## src/m4i_pkg.sv

```systemverilog
package m4i_pkg;

	localparam int DATA_WIDTH = 32;
	localparam int FRAC_BITS  = 16;
	localparam int APB_ADDR_W = 3;
	localparam int APB_DATA_W = 32;

	// Register index as decoded from paddr[2].
	localparam logic REG_EMIT_TRANSPOSED = 1'b0;

	typedef enum logic [3:0] {
		S_LOAD,
		S_RD_A,
		S_RD_B,
		S_RD_C,
		S_MAC,
		S_COF_WR,
		S_DET,
		S_DIV_RD,
		S_DIV_INIT,
		S_DIV,
		S_DIV_OUT
	} state_t;

	typedef enum logic [1:0] {
		MC_ELEM,
		MC_MINOR,
		MC_COF
	} mc_sel_t;

	typedef struct packed {
		logic       load_we;
		logic [3:0] load_addr;
		logic [3:0] elem_raddr;
		logic [3:0] cof_raddr;
		logic       cof_we;
		logic [3:0] cof_waddr;
		logic       mc_load;
		mc_sel_t    mc_sel;
		logic       mp_load;
		logic       mac_step;
		logic       mac_last;
		logic       mac_neg;
		logic       mac_dest_acc;
		logic       minor_clr;
		logic       acc_clr;
		logic       det_load;
		logic       div_start;
		logic       div_step;
		logic       out_load;
		logic       out_last;
	} cmd_t;

	typedef struct packed {
		logic det_zero;
		logic out_full;
	} status_t;

	// Index of the pos-th row or column of a 3x3 minor that leaves out skip.
	function automatic logic [1:0] skip_idx(input logic [1:0] skip, input logic [1:0] pos);
		skip_idx = (pos < skip) ? pos : pos + 2'd1;
	endfunction

endpackage

```

## src/m4i_ctrl.sv

```systemverilog
module m4i_ctrl #(
	parameter int W = m4i_pkg::DATA_WIDTH,
	parameter int F = m4i_pkg::FRAC_BITS
) (
	input  logic             clk,
	input  logic             arst_n,
	input  logic             in_valid,
	output logic             in_ready,
	input  logic             emit_transposed,
	input  m4i_pkg::status_t status,
	output m4i_pkg::cmd_t    cmd
);
	localparam int AW    = 4 * W + 2;
	localparam int NB    = AW + 2 * F;
	localparam int CNT_W = $clog2(NB);

	m4i_pkg::state_t state_q, state_d;
	logic [3:0]       load_cnt_q, load_cnt_d;
	logic [3:0]       idx_q, idx_d;
	logic [1:0]       term_q, term_d;
	logic [1:0]       ph_q, ph_d;
	logic             det_mode_q, det_mode_d;
	logic [CNT_W-1:0] bit_q, bit_d;

	logic [1:0] row, col, sr0, sr1, sr2, cp, cq, ck;
	logic [3:0] mc_addr, mp_addr, src_addr;
	logic       mac_last, div_last, div_phase;

	always_ff @(posedge clk or negedge arst_n) begin
		if (!arst_n) begin
			state_q    <= m4i_pkg::S_LOAD;
			load_cnt_q <= '0;
			idx_q      <= '0;
			term_q     <= '0;
			ph_q       <= '0;
			det_mode_q <= 1'b0;
			bit_q      <= '0;
		end else begin
			state_q    <= state_d;
			load_cnt_q <= load_cnt_d;
			idx_q      <= idx_d;
			term_q     <= term_d;
			ph_q       <= ph_d;
			det_mode_q <= det_mode_d;
			bit_q      <= bit_d;
		end
	end

	// Element addresses of the current cofactor term.
	always_comb begin
		row = idx_q[3:2];
		col = idx_q[1:0];
		sr0 = m4i_pkg::skip_idx(row, 2'd0);
		sr1 = m4i_pkg::skip_idx(row, 2'd1);
		sr2 = m4i_pkg::skip_idx(row, 2'd2);
		cp  = m4i_pkg::skip_idx(col, (term_q == 2'd0) ? 2'd1 : 2'd0);
		cq  = m4i_pkg::skip_idx(col, (term_q == 2'd2) ? 2'd1 : 2'd2);
		ck  = m4i_pkg::skip_idx(col, term_q);
		case (ph_q)
			2'd0: begin
				mc_addr = {sr1, cp};
				mp_addr = {sr2, cq};
			end
			2'd1: begin
				mc_addr = {sr1, cq};
				mp_addr = {sr2, cp};
			end
			default: begin
				mc_addr = '0;
				mp_addr = {sr0, ck};
			end
		endcase
		if (det_mode_q) begin
			mp_addr = {2'd0, idx_q[1:0]};
		end
		src_addr = emit_transposed ? idx_q : {idx_q[1:0], idx_q[3:2]};
	end

	assign mac_last  = (bit_q == CNT_W'(W - 1));
	assign div_last  = (bit_q == CNT_W'(NB - 1));
	assign div_phase = (state_q == m4i_pkg::S_DIV_RD) || (state_q == m4i_pkg::S_DIV_INIT) ||
		(state_q == m4i_pkg::S_DIV) || (state_q == m4i_pkg::S_DIV_OUT);

	always_comb begin
		state_d    = state_q;
		load_cnt_d = load_cnt_q;
		idx_d      = idx_q;
		term_d     = term_q;
		ph_d       = ph_q;
		det_mode_d = det_mode_q;
		bit_d      = bit_q;
		cmd        = '0;

		// The next matrix may load while this one divides, all but its last element.
		in_ready = (state_q == m4i_pkg::S_LOAD) || (div_phase && (load_cnt_q != 4'd15));
		cmd.load_we   = in_valid && in_ready;
		cmd.load_addr = load_cnt_q;
		if (cmd.load_we) begin
			load_cnt_d = load_cnt_q + 4'd1;
		end

		cmd.cof_waddr    = idx_q;
		cmd.mc_sel       = det_mode_q ? m4i_pkg::MC_COF :
			((ph_q == 2'd2) ? m4i_pkg::MC_MINOR : m4i_pkg::MC_ELEM);
		cmd.mac_dest_acc = det_mode_q || (ph_q == 2'd2);
		cmd.mac_neg      = !det_mode_q && ((ph_q == 2'd1) ||
			((ph_q == 2'd2) && (term_q[0] ^ row[0] ^ col[0])));

		case (state_q)
			m4i_pkg::S_LOAD: begin
				if (in_valid && (load_cnt_q == 4'd15)) begin
					idx_d         = '0;
					term_d        = '0;
					ph_d          = '0;
					det_mode_d    = 1'b0;
					cmd.acc_clr   = 1'b1;
					cmd.minor_clr = 1'b1;
					state_d       = m4i_pkg::S_RD_A;
				end
			end
			m4i_pkg::S_RD_A: begin
				cmd.elem_raddr = mc_addr;
				cmd.cof_raddr  = idx_q;
				state_d        = m4i_pkg::S_RD_B;
			end
			m4i_pkg::S_RD_B: begin
				cmd.mc_load    = 1'b1;
				cmd.elem_raddr = mp_addr;
				state_d        = m4i_pkg::S_RD_C;
			end
			m4i_pkg::S_RD_C: begin
				cmd.mp_load = 1'b1;
				bit_d       = '0;
				state_d     = m4i_pkg::S_MAC;
			end
			m4i_pkg::S_MAC: begin
				cmd.mac_step = 1'b1;
				cmd.mac_last = mac_last;
				bit_d        = bit_q + CNT_W'(1);
				if (mac_last) begin
					if (det_mode_q) begin
						if (idx_q == 4'd3) begin
							state_d = m4i_pkg::S_DET;
						end else begin
							idx_d   = idx_q + 4'd1;
							state_d = m4i_pkg::S_RD_A;
						end
					end else if (ph_q != 2'd2) begin
						ph_d    = ph_q + 2'd1;
						state_d = m4i_pkg::S_RD_A;
					end else begin
						ph_d          = '0;
						cmd.minor_clr = 1'b1;
						if (term_q != 2'd2) begin
							term_d  = term_q + 2'd1;
							state_d = m4i_pkg::S_RD_A;
						end else begin
							term_d  = '0;
							state_d = m4i_pkg::S_COF_WR;
						end
					end
				end
			end
			m4i_pkg::S_COF_WR: begin
				cmd.cof_we  = 1'b1;
				cmd.acc_clr = 1'b1;
				state_d     = m4i_pkg::S_RD_A;
				if (idx_q == 4'd15) begin
					idx_d      = '0;
					det_mode_d = 1'b1;
				end else begin
					idx_d = idx_q + 4'd1;
				end
			end
			m4i_pkg::S_DET: begin
				cmd.det_load = 1'b1;
				idx_d        = '0;
				state_d      = m4i_pkg::S_DIV_RD;
			end
			m4i_pkg::S_DIV_RD: begin
				cmd.cof_raddr = src_addr;
				state_d       = m4i_pkg::S_DIV_INIT;
			end
			m4i_pkg::S_DIV_INIT: begin
				cmd.div_start = 1'b1;
				bit_d         = '0;
				state_d       = status.det_zero ? m4i_pkg::S_DIV_OUT : m4i_pkg::S_DIV;
			end
			m4i_pkg::S_DIV: begin
				cmd.div_step = 1'b1;
				bit_d        = bit_q + CNT_W'(1);
				if (div_last) begin
					state_d = m4i_pkg::S_DIV_OUT;
				end
			end
			m4i_pkg::S_DIV_OUT: begin
				if (!status.out_full) begin
					cmd.out_load = 1'b1;
					cmd.out_last = (idx_q == 4'd15);
					if (idx_q == 4'd15) begin
						state_d = m4i_pkg::S_LOAD;
					end else begin
						idx_d   = idx_q + 4'd1;
						state_d = m4i_pkg::S_DIV_RD;
					end
				end
			end
			default: begin
				state_d = m4i_pkg::S_LOAD;
			end
		endcase
	end
endmodule

```

## config.mk

```make
export PLATFORM = sky130hd
export DESIGN_NAME = m4i_ctrl
export DESIGN_NICKNAME = d
export VERILOG_FILES = /design/src/m4i_pkg.sv /design/src/m4i_ctrl.sv
export SDC_FILE = /design/constraint.sdc
export NUM_CORES = 1
export LEC_CHECK = 0
export BUFFER_PORTS_ARGS = -buffer_cell sky130_fd_sc_hd__buf_2
export CORE_ASPECT_RATIO = 0.7
export CORE_MARGIN = 5
export CORE_UTILIZATION = 31
export CTS_CLUSTER_SIZE = 12
export DETAILED_ROUTE_END_ITERATION = 10
export PLACE_DENSITY_LB_ADDON = 0.15
export SLEW_MARGIN = 10
export SYNTH_ARGS = -nofsm -noshare
export SYNTH_HDL_FRONTEND = slang
export SYNTH_SLANG_ARGS = --single-unit
```

## constraint.sdc

```tcl
create_clock -name clk -period 2.6 [get_ports clk]
set_clock_uncertainty 0.15 [all_clocks]
set_input_delay 0.52 -clock clk [delete_from_list [all_inputs] [get_ports clk]]
set_output_delay 0.52 -clock clk [all_outputs]
set_load 0.05 [all_outputs]
```

==> run metrics <==
sequential area share after synthesis=between 20% and 30%; Final nets=about 340; Final Hold Viols=0; CP Capture Point=cmd[24]; 1st-pass router iterations=4; CP endpoint kind=output port; YS warnings=0; layout cell share with drive strength beyond 1=36.8%; routed len/inst=roughly 16 um; vias in the first global route=around 2,100; Cell variety after synth=57; Ant. Diodes=0; Syn Nets=about 280; FF-to-FF setup slack=0.30 ns; Worst-path clk slew=0.10 ns; gr ovfl total=0; Cell Int Power=1.28 mW; Crit Path Class=flop to output port; CP arrival=approximately 2.2 ns; CP max FO=2; Initial Util=a little under a third; clock latency on the worst-skew pair=0.28 ns; Psw=~1.5 mW; power share of the clock group=under 10%; die area=between 8000 and 9000 um2; final WL=6470 um; total power draw=2.78 mW; 1st-iter DRT viols=approximately 120; Synth Flop Type=dfrtp_1; Reg-to-Reg Start=idx_q[1]; GR Util All Layers=between 10% and 20%; sw frac=approximately 54%; RSZ-0062 raised after global routing=yes; Post-Syn Instances=264; violated checks=setup timing; PortBufs=39; clock tree sinks=25; Max Buffers Root-to-Sink=2; share of the synthesized area in the top cell type=29.7%; end-of-flow core utilization=43.5%; combinational power share=slightly below 70%; area grow syn2layout=38.2%; Final ANT Viol Nets=0; CTS Hold Bufs=0; f_max=roughly 0.35 GHz; Post-Syn Area=~2100 um2; Max VDD drop=0.000479 V; initial antenna violation count=0; Die X=~110 um; first-pass GRT wire length=approximately 11,000 um; number of I/O pins=40; largest cells by area after synthesis=dfrtp_1 (30%), ha_1 (6.5%), nor2_1 (3.9%), a22o_1 (3.7%), a21oi_1 (3.6%); R2R Path End=idx_q[3]; sequential share of power=22.0%; outcome=finished, violations left; HP Class=input port to async pin; max_slew headroom=between 50% and 60%; PnR worst setup slack=-0.273 ns; Site Rows=25; Detail Placement HPWL=~4800 um; RePlAce Congestion=around 0.89; DRC=0; Tcrit/Tclk final=111%; max-cap violations=0; number of vias per cell=between 5 and 6; CTS buffer count=3; core area=between 6000 and 7000 um2; crit path launch type=flop; total vias in the final route=2,162; PwrDens=between 900 and 1000 nW/um2; syn_area_per_cell=about 8 um2; Least-Margin Pin Slew=between 0.6 and 0.7 ns; path depth of the worst reg2reg path=7; TritonCTS clock tree=yes; min cycle time layout=2.87 ns; most instantiated cells after synthesis=dfrtp_1 (25), nor2_1 (22), nand2_1 (19); setup violators final=2; Max H-tree Level=1; asr flop ratio synth=100%; Crit path required time=around 1.9 ns; Final Max Tran Viols=0; largest net degree at the start of global routing=26; Root Buffer=clkbuf_8; Die Y=slightly below 80 um; Post-synth EDFFs=0; Leakage Power=between 1 and 1.5 nW; Critical Path Source=term_q[0]; cell taking the most area after synthesis=dfrtp_1; Synth Register Bits=25; count leader, synth=dfrtp_1
==> cells by family (layout without fill, tap and decap cells) <==
kind of cell | Yosys count | after routing | share of synthesized area, %
simple gates | 106 | 106 | 27.4
compound gates | 75 | 75 | 23.9
buf+inv | 35 | 94 | 7.12
flops | 25 | 25 | 29.7
fa+ha+maj | 12 | 12 | 7.00
xor+xnor | 7 | 7 | 2.91
mux | 4 | 4 | 2.02
==> per-stage QoR <==
step                cell area [um2]  std cells  TNS, ns  worst slack [ns]  hold WS (ns)
finish                         2910        417   -0.545            -0.273        0.0850
global route                   2910        417   -0.958            -0.415         0.123
CTS                            2790        411   -0.706            -0.379         0.102
detailed placement             2660        402   -0.178            -0.117         0.346
global placement               2660        402  -0.0829           -0.0829         0.340
floorplan                      2250        264   -0.182           -0.0932        0.0744
==> cell usage in the layout, fill, tap and decap left out, drive strengths merged, types with 8 or more instances in the layout <==
master	count
buf	70
o21ai	28
dfrtp	25
nor2	22
nand2	19
a21oi	15
inv	13
nand3	12
ha	11
nor3	10
a22o	9
clkbuf	8
==> timing repair <==
item,CTS,global route
pin swaps,7,6
resized for setup,13,21
hold endpoints to repair,0,0
setup endpoints to repair,11,10
setup buffers,5,6
==> sequential cells by signal (all words and copies together), names as in the netlist <==
register	cells
bit_q	8
idx_q	4
load_cnt_q	4
state_q	4
ph_q	2
term_q	2
det_mode_q	1
==> metal layers <==
layer | track usage [%] | share of wire, % | vias to the layer above
li1 | - | - | 1075
met5 | 0 | 0 | -
met1 | 22.8 | 52 | 1046
met4 | 3.91 | 0.90 | 0
met3 | 2.52 | 2.7 | 4
met2 | 23.4 | 44 | 37
==> how the worst min path moves through the flow <==
stage                        startpoint             to  slack (ns)  cells past startpoint
after floorplan                  arst_n       bit_q[0]        0.07                      0
after global placement    load_cnt_q[0]  load_cnt_q[0]        0.34                      1
after detailed placement  load_cnt_q[0]  load_cnt_q[0]        0.35                      1
after CTS                        arst_n       bit_q[7]        0.10                      1
after global routing             arst_n       bit_q[6]        0.12                      1
final                            arst_n       bit_q[7]        0.09                      1
==> worst max-delay path, cell delays in order, from the launching register on <==
cell and delay [ns]:
dfrtp_1 0.40, inv_2 0.09, ha_4 0.14, inv_2 0.05, ha_4 0.23, a21oi_4 0.14
ha_4 0.22, inv_1 0.05, mux2i_1 0.06, o21ai_1 0.16, nor2_2 0.07, o21ai_4 0.14
buf_6 0.17
==> power groups by stage <==
stage	clock [mW]	sequential, mW	combinational (mW)
finish	0.254	0.612	1.92
global route	0.280	0.625	2.05
CTS	0.271	0.606	1.84
detailed placement	0	0.612	1.78
global placement	0	0.612	1.77
floorplan	0	0.680	1.25
==> final cells by class <==
type                       count  area [um2]
inverter                      15        65.1
fill                         721        3780
timing repair buffer          75         509
clock inverter                 1        7.51
clock buffer                   3        41.3
multi-input combinational    204        1540
tap                           94         118
sequential                    25         633
Power figures use the tool's default switching activity.
