**config.mk**
```make
export PLATFORM = sky130hd
export DESIGN_NAME = m4i_dp
export DESIGN_NICKNAME = d
export VERILOG_FILES = /design/src/m4i_pkg.sv /design/src/m4i_ram.sv /design/src/m4i_dp.sv
export SDC_FILE = /design/constraint.sdc
export NUM_CORES = 2
export LEC_CHECK = 0
export BUFFER_PORTS_ARGS = -buffer_cell sky130_fd_sc_hd__buf_2
export CORE_ASPECT_RATIO = 0.5
export CORE_MARGIN = 4
export CORE_UTILIZATION = 64
export DETAILED_ROUTE_END_ITERATION = 6
export GPL_ROUTABILITY_DRIVEN = 0
export GPL_TIMING_DRIVEN = 0
export PLACE_DENSITY = 0.8
export RECOVER_POWER = 25
export SLEW_MARGIN = 30
export SYNTH_ARGS = -nofsm -noshare
export SYNTH_HDL_FRONTEND = slang
export SYNTH_SLANG_ARGS = --single-unit
export TNS_END_PERCENT = 1
```
**constraint.sdc**
```tcl
create_clock -name clk -period 8.55 [get_ports clk]
set_clock_uncertainty 0.1 [all_clocks]
set_input_delay 0.855 -clock clk [delete_from_list [all_inputs] [get_ports clk]]
set_output_delay 0.855 -clock clk [all_outputs]
set_load 0.01 [all_outputs]
```
**src/m4i_pkg.sv**
```systemverilog
package m4i_pkg;

	localparam int DATA_WIDTH = 32;
	localparam int FRAC_BITS  = 16;
	localparam int APB_ADDR_W = 3;
	localparam int APB_DATA_W = 32;

	// Register index as decoded from paddr[2].
	localparam logic REG_EMIT_TRANSPOSED = 1'b0;

	typedef enum logic [3:0] {
		S_LOAD,
		S_RD_A,
		S_RD_B,
		S_RD_C,
		S_MAC,
		S_COF_WR,
		S_DET,
		S_DIV_RD,
		S_DIV_INIT,
		S_DIV,
		S_DIV_OUT
	} state_t;

	typedef enum logic [1:0] {
		MC_ELEM,
		MC_MINOR,
		MC_COF
	} mc_sel_t;

	typedef struct packed {
		logic       load_we;
		logic [3:0] load_addr;
		logic [3:0] elem_raddr;
		logic [3:0] cof_raddr;
		logic       cof_we;
		logic [3:0] cof_waddr;
		logic       mc_load;
		mc_sel_t    mc_sel;
		logic       mp_load;
		logic       mac_step;
		logic       mac_last;
		logic       mac_neg;
		logic       mac_dest_acc;
		logic       minor_clr;
		logic       acc_clr;
		logic       det_load;
		logic       div_start;
		logic       div_step;
		logic       out_load;
		logic       out_last;
	} cmd_t;

	typedef struct packed {
		logic det_zero;
		logic out_full;
	} status_t;

	// Index of the pos-th row or column of a 3x3 minor that leaves out skip.
	function automatic logic [1:0] skip_idx(input logic [1:0] skip, input logic [1:0] pos);
		skip_idx = (pos < skip) ? pos : pos + 2'd1;
	endfunction

endpackage

```
**src/m4i_ram.sv**
```systemverilog
module m4i_ram #(
	parameter int WIDTH = 32,
	parameter int DEPTH = 16
) (
	input  logic                     clk,
	input  logic                     we,
	input  logic [$clog2(DEPTH)-1:0] waddr,
	input  logic [WIDTH-1:0]         wdata,
	input  logic [$clog2(DEPTH)-1:0] raddr,
	output logic [WIDTH-1:0]         rd_data_q
);
	logic [WIDTH-1:0] mem_q [DEPTH];

	always_ff @(posedge clk) begin
		if (we) begin
			mem_q[waddr] <= wdata;
		end
		rd_data_q <= mem_q[raddr];
	end
endmodule

```
**src/m4i_dp.sv**
```systemverilog
module m4i_dp #(
	parameter int W = m4i_pkg::DATA_WIDTH,
	parameter int F = m4i_pkg::FRAC_BITS
) (
	input  logic                clk,
	input  logic                arst_n,
	input  m4i_pkg::cmd_t       cmd,
	output m4i_pkg::status_t    status,
	input  logic signed [W-1:0] element_value,
	input  logic                out_ready,
	output logic                out_valid,
	output logic signed [W-1:0] result_value,
	output logic                is_singular,
	output logic                is_last
);
	localparam int AW = 4 * W + 2;   // determinant range
	localparam int CW = 3 * W + 1;   // cofactor range
	localparam int NB = AW + 2 * F;  // dividend bits

	logic [W-1:0]  elem_rd;
	logic [CW-1:0] cof_rd;

	logic [AW-1:0] mc_q, minor_q, acc_q, dmag_q, addend;
	logic [W-1:0]  mp_q;
	logic          det_zero_q, det_neg_q;

	logic [NB-1:0] n_q;
	logic [AW:0]   rem_q, rs;
	logic [W-1:0]  q_q, lim, qsat, qval;
	logic          ovf_q, neg_q, ge;
	logic [CW-1:0] cof_mag;

	logic                res_valid_q, sing_q, last_q;
	logic signed [W-1:0] res_q;

	m4i_ram #(.WIDTH(W), .DEPTH(16)) u_elem_ram (
		.clk      (clk),
		.we       (cmd.load_we),
		.waddr    (cmd.load_addr),
		.wdata    (element_value),
		.raddr    (cmd.elem_raddr),
		.rd_data_q(elem_rd)
	);

	m4i_ram #(.WIDTH(CW), .DEPTH(16)) u_cof_ram (
		.clk      (clk),
		.we       (cmd.cof_we),
		.waddr    (cmd.cof_waddr),
		.wdata    (acc_q[CW-1:0]),
		.raddr    (cmd.cof_raddr),
		.rd_data_q(cof_rd)
	);

	// The multiplier's top bit weighs negative, so that step subtracts.
	always_comb begin
		if (!mp_q[0]) begin
			addend = '0;
		end else if (cmd.mac_neg ^ cmd.mac_last) begin
			addend = ~mc_q + AW'(1);
		end else begin
			addend = mc_q;
		end
	end

	always_ff @(posedge clk) begin
		if (cmd.mc_load) begin
			case (cmd.mc_sel)
				m4i_pkg::MC_ELEM:  mc_q <= {{(AW - W){elem_rd[W-1]}}, elem_rd};
				m4i_pkg::MC_MINOR: mc_q <= minor_q;
				m4i_pkg::MC_COF:   mc_q <= {{(AW - CW){cof_rd[CW-1]}}, cof_rd};
				default:           mc_q <= '0;
			endcase
		end else if (cmd.mac_step) begin
			mc_q <= {mc_q[AW-2:0], 1'b0};
		end

		if (cmd.mp_load) begin
			mp_q <= elem_rd;
		end else if (cmd.mac_step) begin
			mp_q <= {1'b0, mp_q[W-1:1]};
		end

		if (cmd.minor_clr) begin
			minor_q <= '0;
		end else if (cmd.mac_step && !cmd.mac_dest_acc) begin
			minor_q <= minor_q + addend;
		end

		if (cmd.acc_clr) begin
			acc_q <= '0;
		end else if (cmd.mac_step && cmd.mac_dest_acc) begin
			acc_q <= acc_q + addend;
		end

		if (cmd.det_load) begin
			det_zero_q <= (acc_q == '0);
			det_neg_q  <= acc_q[AW-1];
			dmag_q     <= acc_q[AW-1] ? (~acc_q + AW'(1)) : acc_q;
		end
	end

	// Restoring division of |cofactor| * 2^(2F) by |determinant|, one bit a cycle.
	assign cof_mag = cof_rd[CW-1] ? (~cof_rd + CW'(1)) : cof_rd;
	assign rs      = {rem_q[AW-1:0], n_q[NB-1]};
	assign ge      = (rs >= {1'b0, dmag_q});

	always_ff @(posedge clk) begin
		if (cmd.div_start) begin
			n_q   <= {{(AW - CW){1'b0}}, cof_mag, {(2 * F){1'b0}}};
			rem_q <= '0;
			q_q   <= '0;
			ovf_q <= 1'b0;
			neg_q <= cof_rd[CW-1] ^ det_neg_q;
		end else if (cmd.div_step) begin
			n_q   <= {n_q[NB-2:0], 1'b0};
			rem_q <= ge ? (rs - {1'b0, dmag_q}) : rs;
			q_q   <= {q_q[W-2:0], ge};
			ovf_q <= ovf_q | q_q[W-1];
		end
	end

	always_comb begin
		lim  = neg_q ? {1'b1, {(W - 1){1'b0}}} : {1'b0, {(W - 1){1'b1}}};
		qsat = (ovf_q || (q_q > lim)) ? lim : q_q;
		qval = neg_q ? (~qsat + W'(1)) : qsat;
	end

	always_ff @(posedge clk or negedge arst_n) begin
		if (!arst_n) begin
			res_valid_q <= 1'b0;
		end else if (cmd.out_load) begin
			res_valid_q <= 1'b1;
		end else if (out_ready) begin
			res_valid_q <= 1'b0;
		end
	end

	always_ff @(posedge clk) begin
		if (cmd.out_load) begin
			res_q  <= det_zero_q ? '0 : qval;
			sing_q <= det_zero_q;
			last_q <= cmd.out_last;
		end
	end

	assign status.det_zero = det_zero_q;
	assign status.out_full = res_valid_q && !out_ready;

	assign out_valid    = res_valid_q;
	assign result_value = res_q;
	assign is_singular  = sing_q;
	assign is_last      = last_q;
endmodule

```
==> key figures, run 1 <==
Outcome
  – Status: aborted with a tool error
  – Last stage reached: global routing
  – Error msg: [ERROR GRT-0232] Routing congestion too high. Check the congestion heatmap in the GUI.

Synthesis
  – Top post-synthesis cells by area: edfxtp_1 50%, mux4_2 9.7%, dfxtp_1 7.8%
  – Ys Warns: 0
  – Primary FF master, synth: edfxtp_1
  – Synth top area share: 50.0%
  – Number of synthesized flops with an enable pin: 2490
  – Post-synthesis cell type count: 92
  – Synth Register Bits: 3076
  – Most common cell in the synthesized netlist: edfxtp_1
  – Post-Syn Area: 149000 µm²
  – Post-synth ARST share: 0.0325%
  – Syn nets: 12300
  – Post-synthesis sequential area ratio: 57.9%
  – Syn Inst Count: 11800
  – Synth area leader: edfxtp_1
  – Synth top cells by count: 2490 x edfxtp_1, 1161 x a21oi_1, 983 x nand2_1
  – Syn avg cell area: 12.6 µm²

Floorplan
  – Die Y: 350 µm
  – Die width: 692 µm
  – IO Pins: 105
  – Initial core utilization: 64.4%
  – # rows: 125

Global routing
  – Largest net degree at the start of global routing: 83
  – All-Layer GR Usage: 60.9%
  – Gr ovfl total: 150

Clocking
  – H-tree lvl count: 5
  – Total clock sinks: 3076
  – TritonCTS Buffers: 273
  – Clock root cell: clkbuf_16
  – Clock buffer depth: 4

Placed design
  – Detailed Place HPWL: 367000 µm
  – Setup Slack @ Placement: -0.996 ns
  – Port bufs: 91
[metal layers]
metal / GRT usage (%) / overflow
met1: 63.9 / 6
met2: 77.1 / 68
met3: 49.2 / 8
met4: 45.9 / 66
met5: 27.5 / 2
[kinds of logic after synthesis]
| logic type | after synthesis | share of synthesized area, % |
|---|---|---|
| simple gates | 2958 | 9.24 |
| flops | 3076 | 57.9 |
| fa+ha+maj | 427 | 3.59 |
| buf+inv | 997 | 2.51 |
| compound gates | 2822 | 11.6 |
| mux | 848 | 11.1 |
| xor+xnor | 695 | 4.07 |
[timing repair]
action                                  CTS
endpoints found under the setup margin    6
gates resized for setup                  15
setup buffers                             0
endpoints found under the hold margin     1
hold buffers                              1
[stage by stage]
step,utilization (%),hold WS (ns),std cells,setup TNS (ns),area (µm²)
floorplan,-,0.306,11800,0,150000
global placement,66.2,0.320,15000,-5087.89,154000
detailed placement,68.1,0.343,15200,-1.47,158000
CTS,72.1,0.0494,15700,0,167000
==> run 2: changes to the inputs <==
CORE_ASPECT_RATIO = not set   (was 0.5)
CORE_UTILIZATION = 40   (was 64)
PLACE_DENSITY = not set   (was 0.8)
PLACE_DENSITY_LB_ADDON = 0.15   (was not set)
==> key figures, run 2 <==
Outcome
  – Status: finished, violations left
  – Failing checks: DRC, capacitance limit, slew limit

Synthesis
  – Most common cell in the synthesized netlist: edfxtp_1
  – Syn Inst Count: 11800
  – Synth top cells by count: 2490 x edfxtp_1, 1161 x a21oi_1, 983 x nand2_1
  – Syn avg cell area: 12.6 µm²
  – Post-Syn Area: 149000 µm²
  – Syn nets: 12300
  – Post-synthesis cell type count: 92
  – Ys Warns: 0
  – Number of synthesized flops with an enable pin: 2490
  – Top post-synthesis cells by area: edfxtp_1 50%, mux4_2 9.7%, dfxtp_1 7.8%
  – Post-synth ARST share: 0.0325%
  – Synth area leader: edfxtp_1
  – Synth Register Bits: 3076
  – Primary FF master, synth: edfxtp_1
  – Synth top area share: 50.0%
  – Post-synthesis sequential area ratio: 57.9%

Global routing
  – First-pass GRT wire length: 714000 µm
  – Largest net degree at the start of global routing: 86
  – Vias in the first global route: 102000
  – Initial antenna violation count: 26
  – All-Layer GR Usage: 25.3%
  – Gr ovfl total: 0

Placed design
  – Setup Slack @ Placement: -1.59 ns
  – Detailed Place HPWL: 372000 µm
  – Port bufs: 91
  – Placed Area: 161000 µm²

Routing
  – Drt first pass iters: 7
  – DRC viols: 1
  – Post-route ant nets: 0
  – Routed vias/inst: 5.91
  – Detailed Route Iter0 Violations: 11400
  – Final WL: 497000 µm
  – WL/cell: 28.0 µm
  – Via count: 105000

Power and ir drop
  – Cell Pwr Density: 232 nW/µm²
  – Power, Total: 39.9 mW
  – Leakage dissipation: 59.4 nW
  – VDD IR max: 154 µV

Setup path
  – Slowest CP cell: or4b_2
  – Kind of critical path: reg2reg
  – CP most frequent cell: nand2_1
  – CP Max Fanout: 8
  – CP arrival: 9.09 ns
  – Startpoint types: register
  – CP Data Required Time: 9.20 ns
  – Critical Path Max Stage Delay: 0.64 ns
  – Worst setup EP type: register
  – Crit-path cells: or3_1 > or4_1 > nor3_4 > and3b_1 > nand2_1 > nor2_4 > nand2_1 > o31ai_1 > xnor2_1 > and2_1 > ha_1 > clkbuf_1 > nand4_1 > or3_1 > or4_1 > nand3b_1 > nand2_1 > o21ai_0 > a41o_1 > o31a_1 > o21ai_0 > mux2i_1 > or4b_2 > o31ai_1

Finish
  – Layout filler cell count: 33400
  – Final instance area: 172000 µm²
  – Top Registers: u_cof_ram.mem_q: 1552 flops, u_elem_ram.mem_q: 512 flops
  – Commonest non-fill, non-tap cell in the layout: edfxtp_1
  – Most frequent cells in the layout: 2490 x edfxtp_1, 1161 x a21oi_1, 982 x nand2_1
  – Largest register FFs: 1552
  – Biggest register: u_cof_ram.mem_q
  – Share of cells above drive strength 1: 13.8%
  – Layout area overhead: 15.2%
  – NumNets Final: 13000

Timing
  – Actual slew at the worst max-slew pin: 2.98 ns
  – Max-slew headroom at the worst pin: -98.5%
  – Tcrit/Tclk final: 98.7%
  – Setup TNS: 0 ns
  – Fmax: 119 MHz
  – Final setup fails: 0
  – Crit path time final: 8.44 ns
  – Setup WS post-layout: 0.114 ns
  – Slew Limit Fails: 84
  – Hold WS: 0.156 ns
  – Hold Vio Cnt, Final: 0

Clocking
  – TritonCTS Buffers: 341
  – Total clock sinks: 3076
  – H-tree lvl count: 5
  – Clk slew on worst S/H paths: 0.06 ns
  – Clock buffer depth: 4
  – Clock root cell: clkbuf_16
  – CTS tree: done
  – Later-pin clock latency in the skew report: 0.97 ns

Floorplan
  – Die width: 619 µm
  – IO Pins: 105
  – Placeable Area: 372000 µm²
  – # rows: 224
  – Die Area: 384000 µm²
  – Initial core utilization: 40.2%
  – Die Y: 619 µm

Min path
  – Worst hold path type: in2async

Job
  – Max-Cap Viols: 2
## run 2: cell counts after synthesis
No cell type changed its count.
## run 2: cell families after synthesis
kind of cell    Yosys count  synth area share [%]
xor+xnor                695                  4.07
mux                     848                  11.1
flops                  3076                  57.9
fa+ha+maj               427                  3.59
buf+inv                 997                  2.51
simple gates           2958                  9.24
compound gates         2822                  11.6
## run 2: critical path, delay by kind of cell (launching register included)
family          cells  cell delay [ns]
simple gates       14             5.11
compound gates      6             1.78
flops               1             0.45
fa+ha+maj           1             0.29
buf+inv             1             0.27
mux                 1             0.12
xor+xnor            1             0.09
## run 2: final cells by class
type	count	area, µm²	share of cell area [%]
buffer	680	2700	1.57
tap	4972	6220	3.61
multi-input combinational	7750	59700	34.6
antenna	8	20.0	0.0116
clock buffer	473	9400	5.46
timing repair buffer	334	4830	2.80
sequential	3076	86600	50.2
clock inverter	162	1700	0.987
inverter	308	1160	0.671
## run 2: stage by stage
step	std cells	util, %
floorplan	11800	-
global placement	16900	42.0
detailed placement	17100	43.3
CTS	17800	46.3
global route	17800	46.3
finish	17800	46.3
## run 2: final timing paths
path,cells after the start,slack (ns),startpoint,to
setup / recovery,24,0.11,mc_q[7],acc_q[129]
hold / removal,2,0.16,arst_n,out_valid
setup reg to reg,24,0.11,mc_q[7],acc_q[129]
hold reg to reg,0,0.35,acc_q[129],det_neg_q
max in group asynchronous,2,8.11,arst_n,out_valid
min in group clk,3,0.22,out_ready,out_valid
## run 2: report_power, final
part | switching, mW | total (mW) | internal [mW]
Combinational | 4.61 | 7.27 | 2.66
Sequential | 0.987 | 18.0 | 17.0
Clock | 6.22 | 14.6 | 8.42
## run 2: metal layers
metal | vias up | share of wire (%) | track usage, %
li1 | 46600 | - | -
met1 | 53000 | 41 | 33.9
met2 | 4408 | 47 | 40.9
met3 | 981 | 7.3 | 4.01
met4 | 16 | 4.9 | 10.5
met5 | - | 0.022 | 0
## run 2: timing repair
action,in CTS,in global routing
hold endpoints to repair,2,0
hold buffers,2,0
buffers inserted,4,3
resized for setup,20,13
endpoints found under the setup margin,15,7
pin swaps,2,4
No activity file was read; power rests on OpenSTA's default activity.
